## src/hw/rtl/htskm_pkg.sv

```systemverilog
`timescale 1ns / 1ps
// ----------------------------------------------------------------------------
// htskm_pkg
// shared types and constants of the string key map
// ----------------------------------------------------------------------------
package htskm_pkg;

    localparam logic [31:0] HASH_START = 32'd16777619;
    localparam logic [31:0] HASH_MULT  = 32'd2166136261;
    localparam int unsigned MIN_LOG2   = 4;

    localparam logic [1:0] CMD_LOOKUP = 2'd0;
    localparam logic [1:0] CMD_INSERT = 2'd1;
    localparam logic [1:0] CMD_REMOVE = 2'd2;

    localparam logic [2:0] ST_FOUND     = 3'd0;
    localparam logic [2:0] ST_INSERTED  = 3'd1;
    localparam logic [2:0] ST_REMOVED   = 3'd2;
    localparam logic [2:0] ST_NOT_FOUND = 3'd3;
    localparam logic [2:0] ST_FULL      = 3'd4;

    // hash unit result toward the probe engine
    typedef struct packed {
        logic        valid;
        logic [31:0] hash;
    } t_hash_res;

endpackage

```

## src/hw/rtl/htskm_hash.sv

```systemverilog
`timescale 1ns / 1ps
// ----------------------------------------------------------------------------
// htskm_hash
// byte-serial key hash, one xor and multiply per cycle
// ----------------------------------------------------------------------------
module htskm_hash #(
    parameter int KEY_BYTES = 8
) (
    input  logic                      i_clk,
    input  logic                      i_rst_n,
    input  logic                      i_start,
    input  logic [3:0]                i_len,
    input  logic [8*KEY_BYTES-1:0]    i_key,
    output htskm_pkg::t_hash_res      o_res
);
    localparam int CW = $clog2(KEY_BYTES + 1);

    logic              r_busy;
    logic [CW-1:0]     r_idx;
    logic [CW-1:0]     r_len;
    logic [8*KEY_BYTES-1:0] r_key;
    logic [31:0]       r_hash;
    logic              r_done;
    logic [31:0]       w_byte;
    logic [31:0]       w_prod;

    assign w_byte = {{24{r_key[7]}}, r_key[7:0]};
    // only the low 32 bits of the product are kept
    assign w_prod = (r_hash ^ w_byte) * htskm_pkg::HASH_MULT;

    always_ff @(posedge i_clk) begin
        if (!i_rst_n) begin
            r_busy <= 1'b0;
            r_done <= 1'b0;
        end else begin
            r_done <= 1'b0;
            if (i_start) begin
                r_busy <= 1'b1;
                r_idx  <= '0;
                r_len  <= CW'(i_len);
                r_key  <= i_key;
                r_hash <= htskm_pkg::HASH_START;
            end else if (r_busy) begin
                if (r_idx == r_len) begin
                    r_busy <= 1'b0;
                    r_done <= 1'b1;
                end else begin
                    r_hash <= w_prod;
                    r_key  <= r_key >> 8;
                    r_idx  <= r_idx + 1'b1;
                end
            end
        end
    end

    assign o_res.valid = r_done;
    assign o_res.hash  = r_hash;
endmodule

```

## config.mk

```make
export PLATFORM = sky130hd
export DESIGN_NAME = htskm_hash
export DESIGN_NICKNAME = d
export VERILOG_FILES = /design/src/hw/rtl/htskm_pkg.sv /design/src/hw/rtl/htskm_hash.sv
export SDC_FILE = /design/constraint.sdc
export NUM_CORES = 1
export LEC_CHECK = 0
export BUFFER_PORTS_ARGS = -buffer_cell sky130_fd_sc_hd__buf_2
export CAP_MARGIN = 20
export CORE_MARGIN = 2
export CORE_UTILIZATION = 40
export DETAILED_ROUTE_END_ITERATION = 8
export SLEW_MARGIN = 20
export SYNTH_ARGS = -nofsm -noshare
export SYNTH_HDL_FRONTEND = slang
export SYNTH_SLANG_ARGS = --single-unit
export TNS_END_PERCENT = 5
```

## constraint.sdc

```tcl
create_clock -name i_clk -period 9.9 [get_ports i_clk]
set_input_delay 1.98 -clock i_clk [delete_from_list [all_inputs] [get_ports i_clk]]
set_output_delay 1.98 -clock i_clk [all_outputs]
set_load 0.02 [all_outputs]
```

======== Word level (Yosys, flattened, before mapping) ========
Cells that the tools add are included.
storage, ports and cells
  flip-flop bits (word level) ............. 106
  bits of input ports ..................... 71
  output and inout port bits .............. 33
  logic and storage cells ................. 28
cells by class
  add/sub/neg operators ................... 1
  multipliers ............................. 1
  eq/ne operators ......................... 2
  mux-type cells .......................... 11
  bitwise logic cells ..................... 3
  reductions and logical operators ........ 4
operators by type and width
  kind                      count
  $mux W64                  3
  $mux W32                  2
  $mul A32 B32 Y32 const B  1
  $xor A32 B32 Y32          1
  $mux W4                   2
  $add A4 B1 Y4 const B     1
  $eq A4 B4 Y1              1
  $mux W1                   4
  $reduce_and A3 Y1         1
  $reduce_or A3 Y1          1
  $ne A2 B2 Y1 const B      1
  $not A1 Y1                2
  $reduce_and A2 Y1         1
  $reduce_bool A2 Y1        1

======== Logic depth before layout (Yosys ltp) ========
  depth after elaboration ................. 4
  depth in mapped cells ................... 27

======== Worst setup path after synthesis ========
Ideal clock, no wire load.
  path kind ............................... input port to flip-flop
  from .................................... input i_rst_n
  to ...................................... register r_hash[0] (enable)
  data arrival time ....................... 6.676 ns
  required time ........................... 9.321 ns
  slack ................................... 2.644 ns
  stages on the path ...................... 2
  path buffers ............................ 0
  cell sequence ........................... nand2_1 > o21bai_1
between the ends
  word-level cells in the longest chain between the ends .. 1
RTL lines
  what                                RTL line          RTL
  from (decl)                         htskm_hash.sv:10  input logic i_rst_n,
  $reduce_and A3 Y1 (no source line)  --
  to (signal assigned)                htskm_hash.sv:42  r_hash <= htskm_pkg::HASH_START;
  to (signal assigned)                htskm_hash.sv:48  r_hash <= w_prod;
  to (decl)                           htskm_hash.sv:22  logic [31:0] r_hash;
Every way passes these cells.
A chain may end at the register's enable or synchronous reset.

======== Worst setup path after layout ========
  from .................................... register r_key[7]
  to ...................................... register r_hash[29] (data pin)
between the ends
  word-level cells in the longest chain between the ends .. 4
RTL lines
  what                    RTL line          RTL
  from (decl)             htskm_hash.sv:21  logic [8*KEY_BYTES-1:0] r_key;
  from (signal assigned)  htskm_hash.sv:41  r_key <= i_key;
  from (signal assigned)  htskm_hash.sv:49  r_key <= r_key >> 8;
  $xor A32 B32 Y32        htskm_hash.sv:29  assign w_prod = (r_hash ^ w_byte) * htskm_pkg::HASH_MULT;
  $mul A32 B32 Y32        htskm_hash.sv:29
  $mux W32                htskm_hash.sv:44  if (r_idx == r_len) begin
  $mux W32                htskm_hash.sv:43  end else if (r_busy) begin
Every way passes these cells. The select of a mux whose other input is x is not followed.

==> reports/metrics.cfg <==
[timing]
worst_pin_slew_ns = 0.911
grt_setup_unrepaired = no
finalHoldViolations = 0
finalClockSkew_ns = 0.0141
finalCritPeriodShare_pct = 74.0
min_period_ns = 7.33
drv_slew = 0
timing.fmax_mhz = 137
final-setup-viol-count = 0
timing.slew.headroom_pct = 39.3
fin_tns_setup_ns = 0

[clocking]
post_cts_resize_count = 0
clockBufferDepth = 2
cts_max_level = 3
cts_root_buffer = clkbuf_16
cts_setup_buffers = 0
clk_latency_ns = 0.36
numCtsBuffers = 9
ctsHoldBuffers = 0
cts_tree = built
path_clk_slew_ns = 0.08
clock-sinks = 106

[setup_path]
crit_slowest_cell = fa_1
critPathKind = flip-flop to flip-flop
start_kind = flip-flop
slowest_delay_ns = 0.55
cp_cell_sequence = buf_4 > xor2_1 > ha_1 > fa_1 > fa_1 > fa_1 > fa_1 > inv_1 > fa_1 > inv_1 > fa_1 > inv_1 > fa_1 > inv_1 > ha_1 > nand2_1 > o21ai_0 > o22a_1 > o21ai_2 > o211a_1 > o21ai_2 > xnor2_1 > nor2_1
reg2reg_depth = 23
worstPathArrival_ns = 7.42
cp_common_cell = fa_1
path_max_fanout = 27
cp-end-kind = flip-flop
critPathRequiredTime_ns = 10.00

[synthesis]
yosysSeqAreaShare_pct = 25.0
synthCells = 1130
synthTopCellsByCount = inv_1 (318), ha_1 (173), fa_1 (171)
synth_edf_count = 104
ys.flop_type = edfxtp_1
syn_area_um2 = 12700
yosysTopAreaCellShare_pct = 27.0
synth.avg_cell_area_um2 = 11.2
synthTopCellsByArea = fa_1 (27%), edfxtp_1 (25%), ha_1 (17%)
synth_fp_nets = 1545
synthMostInstantiatedCell = inv_1
synth.distinct_cells = 55
ys_ff_latch = 106
synth-async-reset-ratio_pct = 0
ys_warn_count = 0
yosysTopAreaCell = fa_1

[global_route]
grt_max_degree = 72
grt_pass1_vias = 8555
grt_first_pass_wirelength_mm = 47.7
grt_util_all_layers_pct = 19.2
grt-ovfl-total = 0
antenna_found_initial = 0

[finish]
n_antenna_cell = 0
fillCellCount = 2973
fin_nets = 1648
fin_cells = 1640
drive_above_1_share_pct = 15.5
syn_to_final_growth_pct = 10.2

[placement]
dpl.cell_count = 1624
port_buffers = 103
hpwlAfterDp_mm = 26.2
gp_congestion = 0.912

[floorplanning]
chipHeight_um = 182
ios = 104
rows = 65
dieArea_um2 = 33100
start_util_pct = 40.4
die-width_um = 182
core_um2 = 31400

[hold_path]
hp-class = flip-flop to flip-flop
min_delay_path_depth = 1

[routing]
postRouteAntennaNets = 0
drt_iter0_markers = 379
routed_wl_mm = 29.9
vias = 7900
viasPerCell = 4.82
drc = 0
avgRoutedWirePerCell_um = 18.2
dr.pass1.iters = 5

[run]
cap_violations = 0

[outcome]
status = complete, no violations

==> cell families after synthesis <==
logic type,share of synthesized area [%]
compound gates,4.80
mux,4.98
flops,25.0
simple gates,4.12
xor+xnor,7.09
fa+ha+maj,44.1
buf+inv,9.95
==> metrics by stage <==
| stage | worst slack (ns) | utilization [%] | cell area [µm²] | hold WS [ns] |
|---|---|---|---|---|
| 5_1_grt | 2.20 | 44.5 | 14000 | 0.564 |
| 3_3_place_gp | 2.67 | 43.5 | 13700 | 0.528 |
| 4_1_cts | 2.54 | 44.5 | 14000 | 0.547 |
| 6_report | 2.57 | 44.5 | 14000 | 0.547 |
| 2_1_floorplan | 2.64 | - | 12700 | 0.454 |
| 3_5_place_dp | 2.60 | 43.5 | 13700 | 0.533 |
==> state kept, by name (all words and copies together), names as in the netlist <==
signal and flops:
r_key 64, r_hash 32, r_idx 4, r_len 4
r_busy 1, r_done 1
==> path summary, 6_finish.rpt <==
check                  from          to  slack [ns]
setup reg to reg   r_key[7]  r_hash[29]        2.57
hold / removal    r_key[52]   r_key[44]        0.55
setup / recovery   r_key[7]  r_hash[29]        2.57
hold reg to reg   r_key[52]   r_key[44]        0.55
==> per-layer routing <==
layer  GRT usage, %  vias up  wire [µm]
li1               -     3784          -
met1           26.1     3896      13500
met2           31.3      189      14200
met3           3.75       31       1610
met4           5.39        0        672
met5              0        -          0
==> worst max-delay path: cells and delay by family, from the launching register on <==
kind                     cells  cell delay (ns)
buffers and inverters        5             0.60
XOR/XNOR                     2             0.64
AO/OA/AOI/OAI                5             1.01
AND/OR/NAND/NOR              2             0.13
adder cells (fa/ha/maj)      9             4.36
flip-flops                   1             0.33
==> cell type report <==
type / count / area, µm² / area share [%]
Sequential cell: 106 / 3160 / 22.7
Tap cell: 402 / 503 / 3.60
Multi-Input combinational cell: 690 / 8260 / 59.1
Clock buffer: 9 / 225 / 1.61
Inverter: 319 / 1200 / 8.58
Timing Repair Buffer: 107 / 548 / 3.92
Clock inverter: 7 / 68.8 / 0.493
==> placed cells by master (no fill, tap or decap), types with 4 or more instances in the layout <==
master	synthesis	routed
nand2_1	18	18
nor3_1	8	8
clkbuf_16	0	9
buf_2	0	102
fa_1	171	171
o21bai_1	7	6
a21oi_1	20	20
nand3_1	5	5
ha_1	173	173
a21o_1	7	7
mux2_2	56	56
o21ai_0	10	10
xnor2_1	49	49
nor2b_1	5	5
inv_1	318	318
a211oi_1	6	6
nor2_1	36	36
and3_1	4	4
buf_4	2	5
edfxtp_1	104	104
and2_1	17	17
xor2_1	51	51
Power is not shown: default switching activity piles up to over one toggle a cycle in this logic, so the estimate is an artifact.
